**config.mk**
```make
export PLATFORM = sky130hd
export DESIGN_NAME = vti_div_stage
export DESIGN_NICKNAME = d
export VERILOG_FILES = /design/src/rtl/core/vti_pkg.sv /design/src/rtl/core/vti_div_stage.sv
export SDC_FILE = /design/constraint.sdc
export NUM_CORES = 1
export LEC_CHECK = 0
export BUFFER_PORTS_ARGS = -buffer_cell sky130_fd_sc_hd__buf_4
export CORE_MARGIN = 2
export CORE_UTILIZATION = 45
export DETAILED_ROUTE_END_ITERATION = 6
export GPL_ROUTABILITY_DRIVEN = 0
export PLACE_DENSITY_LB_ADDON = 0.08
export SLEW_MARGIN = 40
export SYNTH_ARGS = -nofsm -noshare
export SYNTH_HDL_FRONTEND = slang
export SYNTH_SLANG_ARGS = --single-unit
```
**constraint.sdc**
```tcl
create_clock -name clock -period 8.5 [get_ports clock]
set_input_delay 1.7 -clock clock [delete_from_list [all_inputs] [get_ports clock]]
set_output_delay 1.7 -clock clock [all_outputs]
set_load 0.02 [all_outputs]
```
**src/rtl/core/vti_pkg.sv**
```systemverilog
// ----------------------------------------------------------------------------
// vti_pkg
// Shared types and constants for the VLAN tag tuple index generator.
// ----------------------------------------------------------------------------
package vti_pkg;

   localparam int IDX_W     = 64;
   localparam int TAG_W     = 12;
   localparam int MAX_TAGS  = 2;
   localparam int TUPLE_W   = 24;
   localparam int SIZE_W    = 24;
   localparam int CNT_W     = 2;
   localparam int CSR_IDX_W = 2;
   localparam int CSR_DAT_W = 24;

   localparam logic [TAG_W-1:0] TAG_RADIX = 12'd4095;

   // Register indexes on the CSR port
   localparam logic [CSR_IDX_W-1:0] CSR_FIRST_TAGS = 2'd0;
   localparam logic [CSR_IDX_W-1:0] CSR_TAG_COUNT  = 2'd1;
   localparam logic [CSR_IDX_W-1:0] CSR_RANGE_SIZE = 2'd2;

   // One stage of the remainder pipeline
   typedef struct packed {
      logic              valid;
      logic [SIZE_W-1:0] rem;
      logic [IDX_W-1:0]  idx;
   } div_stage_type;

endpackage

```
**src/rtl/core/vti_div_stage.sv**
```systemverilog
// ----------------------------------------------------------------------------
// vti_div_stage
// One restoring step of index modulo range size: shifts in the next index bit
// and subtracts the divisor when it fits.
// ----------------------------------------------------------------------------
module vti_div_stage (
   input  logic                        clock,
   input  logic                        reset,
   input  logic                        advance,
   input  logic [vti_pkg::SIZE_W-1:0]  divisor,
   input  vti_pkg::div_stage_type      stage_in,
   output vti_pkg::div_stage_type      stage_out
);
   import vti_pkg::*;

   logic [SIZE_W:0]   trial;
   logic [SIZE_W:0]   diff;
   div_stage_type     stage_in_ff;
   div_stage_type     stage_next;

   // Shift in the top index bit and conditionally subtract
   always_comb begin
      trial = {stage_in.rem, stage_in.idx[IDX_W-1]};
      diff  = trial - {1'b0, divisor};
      stage_next.valid = stage_in.valid;
      stage_next.idx   = {stage_in.idx[IDX_W-2:0], 1'b0};
      if (trial >= {1'b0, divisor}) begin
         stage_next.rem = diff[SIZE_W-1:0];
      end else begin
         stage_next.rem = trial[SIZE_W-1:0];
      end
   end

   always_ff @(posedge clock) begin
      if (reset) begin
         stage_in_ff.valid <= 1'b0;
      end else if (advance) begin
         stage_in_ff.valid <= stage_next.valid;
      end
      if (advance) begin
         stage_in_ff.rem <= stage_next.rem;
         stage_in_ff.idx <= stage_next.idx;
      end
   end

   assign stage_out = stage_in_ff;

endmodule

```
==> Word-level counts from Yosys, hierarchy flattened <==
Index checks and enable logic that the tools add are counted.
{ "classes": {"mux": 1, "addsub": 1, "n_lt_le_gt_ge": 1} }
{ "op_table": {"columns": ["operator", "count"], "rows": [
  ["$ge A25 B24 Y1", 1],
  ["$mux W24", 1],
  ["$sub A24 B24 Y24", 1]
]} }
{ "word_totals": {"regBits": 88, "in_bits": 116, "word_cells": 6} }

==> Depth between registers and ports, before layout <==
{ "depth": {"word_depth": 2, "depth_mapped": 11, "ltp_nobuf": 11} }

==> Worst setup path before layout <==
OpenSTA, ideal clock, no wires.
{ "synth_timing": {"path_kind": "input port to flip-flop", "start": "input stage_in[63] (netlist bit)", "end": "register stage_in_ff, in the netlist stage_out[84], data pin", "arrival_ps": 3892, "setup_ps": 260, "path_buffers": 0, "slack_ps": 4347, "stages": 11, "path_cell_list": "inv_1 > ha_1 > inv_1 > fa_1 > a21o_1 > a221oi_4 > o21ai_2 > a31o_2 > a2111oi_2 > a311oi_1 > mux2_4"} }
{ "synth_rtl": {"columns": ["element", "line", "text"], "rows": [
  ["from (decl)", "vti_div_stage.sv:11", "input vti_pkg::div_stage_type stage_in,"],
  ["to (decl)", "vti_div_stage.sv:18", "div_stage_type stage_in_ff;"]
]} }

==> results by group <==
Outcome
  • Status: finished, final reports clean

Clocking
  • CTS root buf: clkbuf_8
  • Clk Latency, worst-skew pair: 0.37 ns
  • Hold_buf cts: 0
  • Bufs on Longest Clock Path: 2
  • TritonCTS buffer count: 9
  • H-tree levels: 3
  • Clock slew at reported path FFs: 0.09 ns
  • CTS tree: done
  • Post-CTS Setup Bufs: 0
  • CTS sink cnt: 88
  • Post-CTS sizing: 0

Worst setup path
  • CP Cell Sequence: buf_4, inv_1, ha_1, a21o_2, a31o_1, a41oi_2, nand3_2, a211oi_4, buf_4, mux2_2
  • Worst EP arrival: 4.61 ns
  • Most common cell on crit path: buf_4
  • Startpoint Class: input port
  • CP max-delay cell: a211oi_4
  • Crit end category: flip-flop
  • Worst Path Required: approximately 8.6 ns
  • Peak per-stage delay on the critical path: about 0.73 ns
  • Largest delay contributor family on the critical path: compound AO/OA/AOI/OAI gates
  • Critical path fanouts, max: 14
  • Critical path class: in2reg
  • Crit path buffers/inverters: 3

STA
  • Final min period: 4.49 ns
  • Setup TNS: 0 ns
  • Worst-Margin Slew: 0.819 ns
  • Clk_skew: 0 ns
  • Final hold vios: 0
  • Max Slew Vio Count: 0
  • Rel. slew slack: 45.2%
  • RSZ-0062 raised after global routing: false
  • Fmax: between 200 and 250 MHz
  • # setup viols final: 0
  • Crit share post-route: 52.8%

Detailed routing
  • Total number of vias: approximately 3.4k
  • DRT Pass-1 Iters: 4
  • Drt drc: 0
  • WL final: 11.0 mm
  • DR WL/cell: 16.3 microns
  • Vias per cell: 5.00
  • Post-DRT Antenna Nets: 0
  • Iteration-0 DRC Markers: 171

Global routing
  • Number of global-route vias before repair: 3,352
  • GR met3 Demand/Resource: 6.42%
  • Met2 track demand over resource: 35.1%
  • Largest net degree at the start of global routing: 89
  • Initial antenna violation count: 0
  • Total GRT Usage: 20.6%
  • Global-route wire length before repair: 17.6 mm
  • GRT busiest layer: met2
  • Total grt overflow: 0
  • M1 GR Usage: between 20% and 30%

Floorplanning
  • Top Ports: 205
  • Die Wd: 104 microns
  • Core area: 0.00973 sq mm
  • Chip height: 104 microns
  • Starting Density: 46.0%
  • Row count: 36
  • Die ar.: 0.0108 sq mm

Placed design
  • Post-DP HPWL: around 8.4 mm
  • # port buffers: 203
  • Dpl cell area: 0.00611 sq mm

Synthesis
  • Synth Warn #: 0
  • Seq/Total Area, Yosys: 58.8%
  • Post-synth cell types: 54
  • Largest area contributor in the netlist: edfxtp_1
  • Synthesized Nets: 470
  • Post-synth top cells: edfxtp_1, inv_1, ha_1
  • Yosys top cell area share: between 50% and 60%
  • Syn_area_per_cell: about 14 sq um
  • Post-Syn Area: around 0.0045 sq mm
  • Main synth FF type: edfxtp_1
  • EDFF count, synth: 87
  • Ranking of synthesized cells by area: edfxtp_1, ha_1, mux2_4, xnor2_1, a21oi_1
  • Asr flop ratio synth: 0%
  • Count leader, synth: edfxtp_1
  • Yosys reg bits: 88
  • Syn Inst Count: 329

Worst hold path
  • Hold crit path type: reg2reg

Layout
  • Syn-to-layout area delta: 41.8%
  • Max FFs per register: 88
  • Fin nets: 676
  • Fin area: 0.00634 sq mm
  • Final core occ: 65.2%
  • # diodes: 0
  • Share of cells above drive strength 1: 47.2%

Pwr
  • Maximum vdd drop: 0.0000817 V
  • Leak pwr: 2.82 nW
  • Power density over the cells: approximately 180 mW/mm^2
  • Design Power: 1.17 mW

Flow run
  • MaxCap Viol Count: 0
worst paths after layout:
| path | depth (start not counted) | end | start | slack, ns |
|---|---|---|---|---|
| worst max-delay path | 10 | stage_out[65] | divisor[10] | 4.01 |
| worst min-delay path | 2 | stage_out[88] | stage_out[88] | 0.52 |
| worst max register to register | 2 | stage_out[88] | stage_out[88] | 7.92 |
| worst min register to register | 2 | stage_out[88] | stage_out[88] | 0.52 |
layout by cell type, fill, tap and decap left out, types with 3 or more instances in the layout:
cell type  netlist  layout
nand4_1          5       5
nand2_1         13      13
a21oi_1         22      22
o211ai_1         3       3
ha_1            24      24
o21ai_0         13      13
mux2_4          19      19
xnor2_1         13      13
nand3_1          7       7
xor2_1           7       7
nor2_1          12      12
a31oi_1          3       3
a21o_1           5       5
and2_1           4       4
nor4_1           4       4
mux2_2           4       4
inv_1           29      29
edfxtp_1        87      87
buf_4            1     203
nand2b_1         3       3
clkbuf_8         0       9
power breakdown:
group,switching [mW],internal [mW],total (mW)
Combinational,0.169,0.165,0.334
Sequential,0.0115,0.530,0.541
Clock,0.158,0.139,0.296
cell families after synthesis:
family	synth area share, %
other	0.0838
AO/OA/AOI/OAI	11.7
XOR/XNOR	3.92
buffers and inverters	3.86
AND/OR/NAND/NOR	6.66
adder cells (fa/ha/maj)	7.16
multiplexers	7.83
flip-flops	58.8
per-layer routing:
| metal | wire [microns] | share of wire (%) | vias up |
|---|---|---|---|
| met1 | 4480 | 41 | 1586 |
| met3 | 794 | 7.2 | 13 |
| met4 | 161 | 1.5 | 0 |
| met5 | 0 | 0 | - |
| met2 | 5550 | 51 | 128 |
| li1 | - | - | 1641 |
per-stage QoR:
| step | hold WS [ns] | setup slack [ns] | cells |
|---|---|---|---|
| 4_1_cts | 0.533 | 3.98 | 672 |
| 3_5_place_dp | 0.509 | 3.60 | 656 |
| 3_3_place_gp | 0.476 | 3.66 | 656 |
| 6_report | 0.516 | 4.01 | 673 |
| 2_1_floorplan | 0.579 | 4.35 | 329 |
| 5_1_grt | 0.584 | 3.87 | 673 |
layout make-up:
cell class,count,area (sq um)
multi-input combinational,202,1670
inverter,29,109
fill,803,3390
sequential,88,2630
clock inverter,7,78.8
tap,133,166
clock buffer,9,124
timing repair buffer,205,1560
tightest hold or removal path: stages (launching register included):
cell and delay (ns):
dfxtp_1 0.34, mux2i_1 0.07, nor2_1 0.08
Power figures use the tool's default switching activity.
