<file path="src/rtl/core/vti_pkg.sv">
// ----------------------------------------------------------------------------
// vti_pkg
// Shared types and constants for the VLAN tag tuple index generator.
// ----------------------------------------------------------------------------
package vti_pkg;

   localparam int IDX_W     = 64;
   localparam int TAG_W     = 12;
   localparam int MAX_TAGS  = 2;
   localparam int TUPLE_W   = 24;
   localparam int SIZE_W    = 24;
   localparam int CNT_W     = 2;
   localparam int CSR_IDX_W = 2;
   localparam int CSR_DAT_W = 24;

   localparam logic [TAG_W-1:0] TAG_RADIX = 12'd4095;

   // Register indexes on the CSR port
   localparam logic [CSR_IDX_W-1:0] CSR_FIRST_TAGS = 2'd0;
   localparam logic [CSR_IDX_W-1:0] CSR_TAG_COUNT  = 2'd1;
   localparam logic [CSR_IDX_W-1:0] CSR_RANGE_SIZE = 2'd2;

   // One stage of the remainder pipeline
   typedef struct packed {
      logic              valid;
      logic [SIZE_W-1:0] rem;
      logic [IDX_W-1:0]  idx;
   } div_stage_type;

endpackage

</file>
<file path="src/rtl/core/vti_digit_unit.sv">
// ----------------------------------------------------------------------------
// vti_digit_unit
// Adds the reduced index to the first tuple in base 4095, one tag per stage,
// and holds the result transaction.
// ----------------------------------------------------------------------------
module vti_digit_unit (
   input  logic                          clock,
   input  logic                          reset,
   input  logic                          advance,
   input  vti_pkg::div_stage_type        stage_in,
   input  logic [vti_pkg::TUPLE_W-1:0]   first_tags,
   input  logic [vti_pkg::CNT_W-1:0]     tag_count,
   input  logic                          range_empty,
   output logic                          rsp_valid,
   output logic [vti_pkg::TUPLE_W-1:0]   rsp_tags,
   output logic                          rsp_range_empty
);
   import vti_pkg::*;

   // Reduce a value below 2^14 modulo 4095 (2^12 is 1 mod 4095)
   function automatic logic [TAG_W-1:0] mod_radix(input logic [TAG_W+1:0] x);
      logic [TAG_W:0] s;
      s = {1'b0, x[TAG_W-1:0]} + {{(TAG_W-1){1'b0}}, x[TAG_W+1:TAG_W]};
      if (s >= {1'b0, TAG_RADIX}) begin
         s = s - {1'b0, TAG_RADIX};
      end
      return s[TAG_W-1:0];
   endfunction

   logic [SIZE_W:0]   sum0;
   logic [TAG_W:0]    hi0;
   logic [TAG_W+1:0]  s1;
   logic [TAG_W:0]    s2;
   logic              ge0;
   logic [TAG_W:0]    carry0;
   logic [TAG_W-1:0]  tag0;
   logic              use0;
   logic              use1;

   logic              valid1_ff;
   logic [TAG_W-1:0]  tag0_ff;
   logic [TAG_W:0]    carry_ff;
   logic              use1_ff;
   logic              empty1_ff;

   logic [TAG_W+1:0]  sum1;
   logic [TAG_W-1:0]  tag1;

   logic                rsp_valid_ff;
   logic [TUPLE_W-1:0]  rsp_tags_ff;
   logic                rsp_empty_ff;

   // Innermost digit: value, modulo and carry
   always_comb begin
      use0   = (tag_count != '0);
      use1   = (tag_count >= CNT_W'(MAX_TAGS));
      sum0   = {1'b0, stage_in.rem} + {{(SIZE_W-TAG_W+1){1'b0}}, first_tags[TAG_W-1:0]};
      hi0    = sum0[SIZE_W:TAG_W];
      s1     = {1'b0, hi0} + {2'b00, sum0[TAG_W-1:0]};
      s2     = {1'b0, s1[TAG_W-1:0]} + {{(TAG_W-1){1'b0}}, s1[TAG_W+1:TAG_W]};
      ge0    = (s2 >= {1'b0, TAG_RADIX});
      tag0   = ge0 ? TAG_W'(s2 - {1'b0, TAG_RADIX}) : s2[TAG_W-1:0];
      carry0 = hi0 + {{(TAG_W-1){1'b0}}, s1[TAG_W+1:TAG_W]} + {{TAG_W{1'b0}}, ge0};
   end

   always_ff @(posedge clock) begin
      if (reset) begin
         valid1_ff <= 1'b0;
      end else if (advance) begin
         valid1_ff <= stage_in.valid;
      end
      if (advance) begin
         tag0_ff   <= use0 ? tag0 : '0;
         carry_ff  <= carry0;
         use1_ff   <= use1;
         empty1_ff <= range_empty;
      end
   end

   // Outer digit takes the carry
   always_comb begin
      sum1 = {1'b0, carry_ff} + {2'b00, first_tags[TUPLE_W-1:TAG_W]};
      tag1 = mod_radix(sum1);
   end

   // Result register
   always_ff @(posedge clock) begin
      if (reset) begin
         rsp_valid_ff <= 1'b0;
      end else if (advance) begin
         rsp_valid_ff <= valid1_ff;
      end
      if (advance) begin
         rsp_empty_ff <= empty1_ff;
         if (empty1_ff) begin
            rsp_tags_ff <= '0;
         end else begin
            rsp_tags_ff <= {(use1_ff ? tag1 : {TAG_W{1'b0}}), tag0_ff};
         end
      end
   end

   assign rsp_valid       = rsp_valid_ff;
   assign rsp_tags        = rsp_tags_ff;
   assign rsp_range_empty = rsp_empty_ff;

endmodule

</file>
<file path="config.mk">
export PLATFORM = sky130hd
export DESIGN_NAME = vti_digit_unit
export DESIGN_NICKNAME = d
export VERILOG_FILES = /design/src/rtl/core/vti_pkg.sv /design/src/rtl/core/vti_digit_unit.sv
export SDC_FILE = /design/constraint.sdc
export NUM_CORES = 1
export LEC_CHECK = 0
export ABC_AREA = 1
export BUFFER_PORTS_ARGS = -buffer_cell sky130_fd_sc_hd__buf_4
export CELL_PAD_IN_SITES_DETAIL_PLACEMENT = 1
export CELL_PAD_IN_SITES_GLOBAL_PLACEMENT = 1
export CORE_ASPECT_RATIO = 0.8
export CORE_MARGIN = 3
export CORE_UTILIZATION = 35
export DETAILED_ROUTE_END_ITERATION = 7
export HOLD_SLACK_MARGIN = 0.1
export PLACE_DENSITY = 0.78
export SLEW_MARGIN = 15
export SYNTH_ARGS = -nofsm -noshare
export SYNTH_HDL_FRONTEND = slang
export SYNTH_SLANG_ARGS = --single-unit
</file>
<file path="constraint.sdc">
create_clock -name clock -period 6 [get_ports clock]
set_input_delay 0 -clock clock [delete_from_list [all_inputs] [get_ports clock]]
set_output_delay 0 -clock clock [all_outputs]
set_load 0.02 [all_outputs]
</file>
Word-level counts from Yosys, hierarchy flattened
Index checks and enable logic that the tools add are counted.
Widths: inputs -> output; s select.
{ "totals": {"ff_bits": 54, "input_bits": 119, "word_cells": 26} }
{ "classes": {"n_addsub": 9, "n_lt_le_gt_ge": 3, "mux": 2, "n_bitwise": 1, "n_reduce_logical": 2} }
{ "op_table": {"columns": ["cell", "n"], "rows": [
  ["$add 13x12->14", 2],
  ["$add 12x2->13", 2],
  ["$ge 13x12->1 const B", 2],
  ["$add 24x12->25", 1],
  ["$mux 12", 2],
  ["$sub 12x12->12 const B", 2],
  ["$add 13x1->13", 1],
  ["$add 13x2->13", 1],
  ["$ge 2x2->1 const B", 1],
  ["$reduce_bool 2->1", 1],
  ["$reduce_or 2->1", 1],
  ["$not 1->1", 1]
]} }

Depth between registers and ports, before layout
{ "logic_depth": {"word_depth": 5, "ltp_mapped": 48} }

Least setup slack after synthesis
No wires, ideal clock.
{ "synth_timing": {"path_type": "input to register", "from": "input stage_in[64] (netlist name)", "to": "register carry_ff[12] (data pin)", "setup_ns": 0.261, "arrival_time_ns": 5.834, "required_time_ns": 5.739, "slack_ns": -0.095, "stages": 42, "path_cell_list": "ha_1 > fa_1 > nand2_1 > inv_1 > nand2_1 > nand2_2 > a21oi_2 > o21ai_2 > a21o_1 > xor2_1 > ha_1 > inv_1 > fa_1 > inv_1 > nand3_2 > nand2_2 > nand3_1 > nand2_1 > (+6 left out) > inv_1 > fa_1 > nor2_1 > nand2_2 > nor2_2 > nand3_2 > nor2_4 > nand4_1 > nand2_2 > inv_2 > nand3_1 > nand2_1 > nand2_2 > nand2_4 > fa_1 > fa_1 > nand3_1 > o21ai_1"} }
{ "synth_via": {"elab_chain_len": 5, "word_cells_on_any_way": 6, "cone_classes": "5 x add/sub; 1 x order compare"} }
{ "synth_lines": {"columns": ["element", "line_no", "rtl"], "rows": [
  ["start: declaration", "vti_digit_unit.sv:10", "input vti_pkg::div_stage_type stage_in,"],
  ["$add 24x12->25 (*)", "vti_digit_unit.sv:57", "sum0 = {1'b0, stage_in.rem} + {{(SIZE_W-TAG_W+1){1'b0}}, first_tags[TAG_W-1:0]};"],
  ["$add 13x12->14", "vti_digit_unit.sv:59", "s1 = {1'b0, hi0} + {2'b00, sum0[TAG_W-1:0]};"],
  ["$add 12x2->13", "vti_digit_unit.sv:60", "s2 = {1'b0, s1[TAG_W-1:0]} + {{(TAG_W-1){1'b0}}, s1[TAG_W+1:TAG_W]};"],
  ["$ge 13x12->1", "vti_digit_unit.sv:61", "ge0 = (s2 >= {1'b0, TAG_RADIX});"],
  ["$add 13x1->13 (*)", "vti_digit_unit.sv:63", "carry0 = hi0 + {{(TAG_W-1){1'b0}}, s1[TAG_W+1:TAG_W]} + {{TAG_W{1'b0}}, ge0};"],
  ["named net carry0[12]", "vti_digit_unit.sv:35", "logic [TAG_W:0] carry0;"],
  ["end signal: assignment", "vti_digit_unit.sv:74", "carry_ff <= carry0;"],
  ["end: declaration", "vti_digit_unit.sv:42", "logic [TAG_W:0] carry_ff;"]
]} }
Mark *: on every way through the listed nets, which the timed path passes. The rest lies on a longest branch.
A chain may end at the register's enable or synchronous reset.

Worst setup path in the final report
{ "layout_timing": {"from": "input first_tags[0] (netlist name)", "to": "register carry_ff[8] (data pin)"} }
{ "layout_via": {"elab_chain_len": 5, "word_cells_on_any_way": 6, "cone_classes": "5 x add/sub; 1 x order compare"} }
{ "layout_lines": {"columns": ["element", "line_no", "rtl"], "rows": [
  ["start: declaration", "vti_digit_unit.sv:11", "input logic [vti_pkg::TUPLE_W-1:0] first_tags,"],
  ["$add 24x12->25 (*)", "vti_digit_unit.sv:57", null],
  ["$add 13x12->14", "vti_digit_unit.sv:59", null],
  ["$add 12x2->13", "vti_digit_unit.sv:60", null],
  ["$ge 13x12->1", "vti_digit_unit.sv:61", null],
  ["$add 13x1->13 (*)", "vti_digit_unit.sv:63", null],
  ["named net carry0[8]", "vti_digit_unit.sv:35", null]
]} }
Marked as above.

==> impl_metrics.ini <==
[global_routing]
grt_pass1_wl_um = 25400
grt-ovfl-total = 0
antenna_found_initial = 0
grt_pass1_vias = 5385
grt_max_degree = 56
grt_usage_pct = 18.5

[clocking]
cts.clk_slew.worst_paths_ns = 0.07
root_buffer = clkbuf_16
ctsLongestPathBuffers = 2
clk_latency_ns = 0.30
clock_sinks = 54
cts_tree = yes
numCtsBuffers = 5
htreeDepth = 2

[detailed_routing]
drt_pre_antenna_iters = 4
via_count = 5169
routedWlPerCell_um = 14.5
drtIter0Drc = 171
wl_um = 15500
ant_nets = 0
drc_errors = 0
routed_via_density = 4.85

[sta]
fmax_ghz = 0.170
worst_slack_ns = 0.128
hold_ws_ns = 0.224
fin_skew_ns = 0.00893
hold_violations = 0
post-route-period-util_pct = 97.9
slew_viol_final = 0
slew_headroom_pct = 54.1
worstMarginPinSlew_ns = 0.689
finalSetupViolations = 0
rsz0062_at_grt = true
fin_crit_ns = 5.87

[yosys]
ys_async_sr_fraction_pct = 0
syn-num-nets = 892
ys_seq_area_share_pct = 30.1
synth_warnings = 0
synth-edff-count = 52
synth.avg_cell_area_um2 = 7.37
syn_inst = 723
synth_cell_types = 40
synth_ff_type = edfxtp_1
syn_area_um2 = 5330
ys_ff_latch = 54

[worst_setup_path]
critPathRequiredTime_ns = 6.05
crit_type = input port to register
cp_data_arrival_time_ns = 5.92
crit_path_end_kind = register
crit_family = adder cells
critPathLaunchType = input port
crit_top_cell = nand2_2
cp.depth = 44
crit_path_max_incr_delay_ns = 0.42
critPathMaxFanout = 5
cpMaxStageDelayCell = fa_2
reg2reg_depth = 25
path_buf_inv = 6

[die]
die_h_um = 116
initial_core_util_pct = 36.5
core_region_area_um2 = 14600
ios = 145
die_w_um = 144
die_area_um2 = 16700
rows = 39

[cells_and_area]
layout.cells.non_filler = 1065
layout_commonest_cell = nand2_1
final_cell_mix = nand2_1 (172), buf_4 (145), inv_1 (96), nor2_1 (79), nand3_1 (58)
synthToLayoutAreaGrowth_pct = 32.7
n_antenna_cell = 0
layout-drive-gt1-share_pct = 32.1
layout.nets = 1049
nFillCells = 1858
postLayoutCellArea_um2 = 7070

[power]
leakage_uw = 0.00346
power_density_nw_per_um2 = 269
vdd_drop_max_v = 0.000114

[run]
cap_violations = 0

[placed_design]
globalplace.congestion = 0.845
dpl_cell_area_um2 = 6580
dp_hpwl_um = 12800
dp_slack_ns = -0.447
dp.cells = 1042
io_buffer_count = 80

[status]
status = complete, no violations

[min_path]
hold_depth = 4
hold_path_class = input port to register
[what timing repair did]
item                                   CTS  global route
gates resized for setup                  4            50
setup buffers                            0            10
endpoints found under the hold margin    5             0
pin swaps                                1            44
hold buffers                             5             0
setup endpoints to repair                8            13
[layer usage]
layer  track usage [%]  wire, um
met5                 0         0
met4              2.57       141
met3              1.96       468
met2              33.2      7500
met1              24.7      7340
[worst reg2reg max path: stages (launching register included)]
cell and delay [ns]:
edfxtp_1 0.40, ha_1 0.27, fa_1 0.49, nand3_1 0.16, nand3_1 0.11, nand2_1 0.09
nand2_1 0.06, a21oi_1 0.16, xor2_1 0.20, ha_1 0.22, fa_1 0.17, inv_1 0.06
nor2_2 0.16, nand3_1 0.13, nor2_2 0.15, nand3_4 0.10, nor2_4 0.17, nand4_1 0.14
nand2_1 0.16, inv_1 0.07, nand3_1 0.10, nand2_1 0.08, nand2_2 0.08, nand2_4 0.07
a21oi_1 0.25, nor2_2 0.04
[report_power, final]
part           internal (uW)  total [uW]  switching, uW  leakage, uW
clock network            160         306            145    0.0000763
registers                487         508           20.6     0.000539
logic                    438        1080            647      0.00285
[metrics by stage]
| stage | util [%] | setup TNS (ns) | total power (uW) |
|---|---|---|---|
| finish | 48.4 | 0 | 1900 |
| global route | 48.4 | -2.60 | 2060 |
| CTS | 46.6 | 0 | 1840 |
| detailed placement | 45.1 | -4.18 | 1520 |
| global placement | 45.1 | -0.969 | 1490 |
| floorplan | - | 0 | 1150 |
[path summary, 6_finish.rpt]
path | start | to | slack (ns)
worst max-delay path | first_tags[0] | carry_ff[8] | 0.13
worst min register to register | rsp_valid | rsp_valid | 0.49
worst min-delay path | stage_in[87] | carry_ff[11] | 0.22
worst max register to register | carry_ff[0] | rsp_tags[14] | 1.66
[logic make-up (layout without fill, tap and decap cells)]
logic type / after synthesis / count (layout) / synth area share, %
simple gates: 405 / 405 / 35.2
buf+inv: 116 / 274 / 8.32
compound gates: 62 / 62 / 6.74
flops: 54 / 54 / 30.1
fa+ha+maj: 50 / 50 / 12.7
xor+xnor: 36 / 36 / 6.98
[layout make-up]
type                       count  area, um^2  area share (%)
clock buffer                   5         125            1.77
sequential                    54        1600            22.7
timing repair buffer         153        1170            16.6
multi-input combinational    553        3490            49.3
tap                          184         230            3.26
clock inverter                 3        28.8           0.407
inverter                     113         424            6.00
[Yosys cell counts (3+ instances only)]
cell type | count | share of area [%]
nand2_1 | 180 | 13
inv_1 | 102 | 7.2
nor2_1 | 84 | 5.9
nand3_1 | 63 | 5.9
edfxtp_1 | 52 | 29
ha_1 | 43 | 10
a21oi_1 | 30 | 2.8
nand2_2 | 24 | 2.8
xor2_1 | 17 | 2.8
nand4_1 | 16 | 1.9
nor2_2 | 13 | 1.5
xnor2_1 | 13 | 2.1
inv_2 | 10 | 0.70
o21ai_0 | 9 | 0.85
fa_1 | 7 | 2.6
nand3_2 | 7 | 1.3
o21ai_1 | 7 | 0.66
a21oi_2 | 5 | 0.82
nand2_4 | 4 | 0.85
o21bai_1 | 4 | 0.56
xor2_2 | 4 | 1.2
nor2_4 | 3 | 0.63
o21ai_2 | 3 | 0.49
[flip-flops by register name, summed over array words and instances, names as in the netlist]
name / cells
tag0_ff: 12
carry_ff: 13
rsp_range_empty: 1
empty1_ff: 1
use1_ff: 1
valid1_ff: 1
rsp_tags: 24
rsp_valid: 1
No activity file was read; power rests on OpenSTA's default activity.
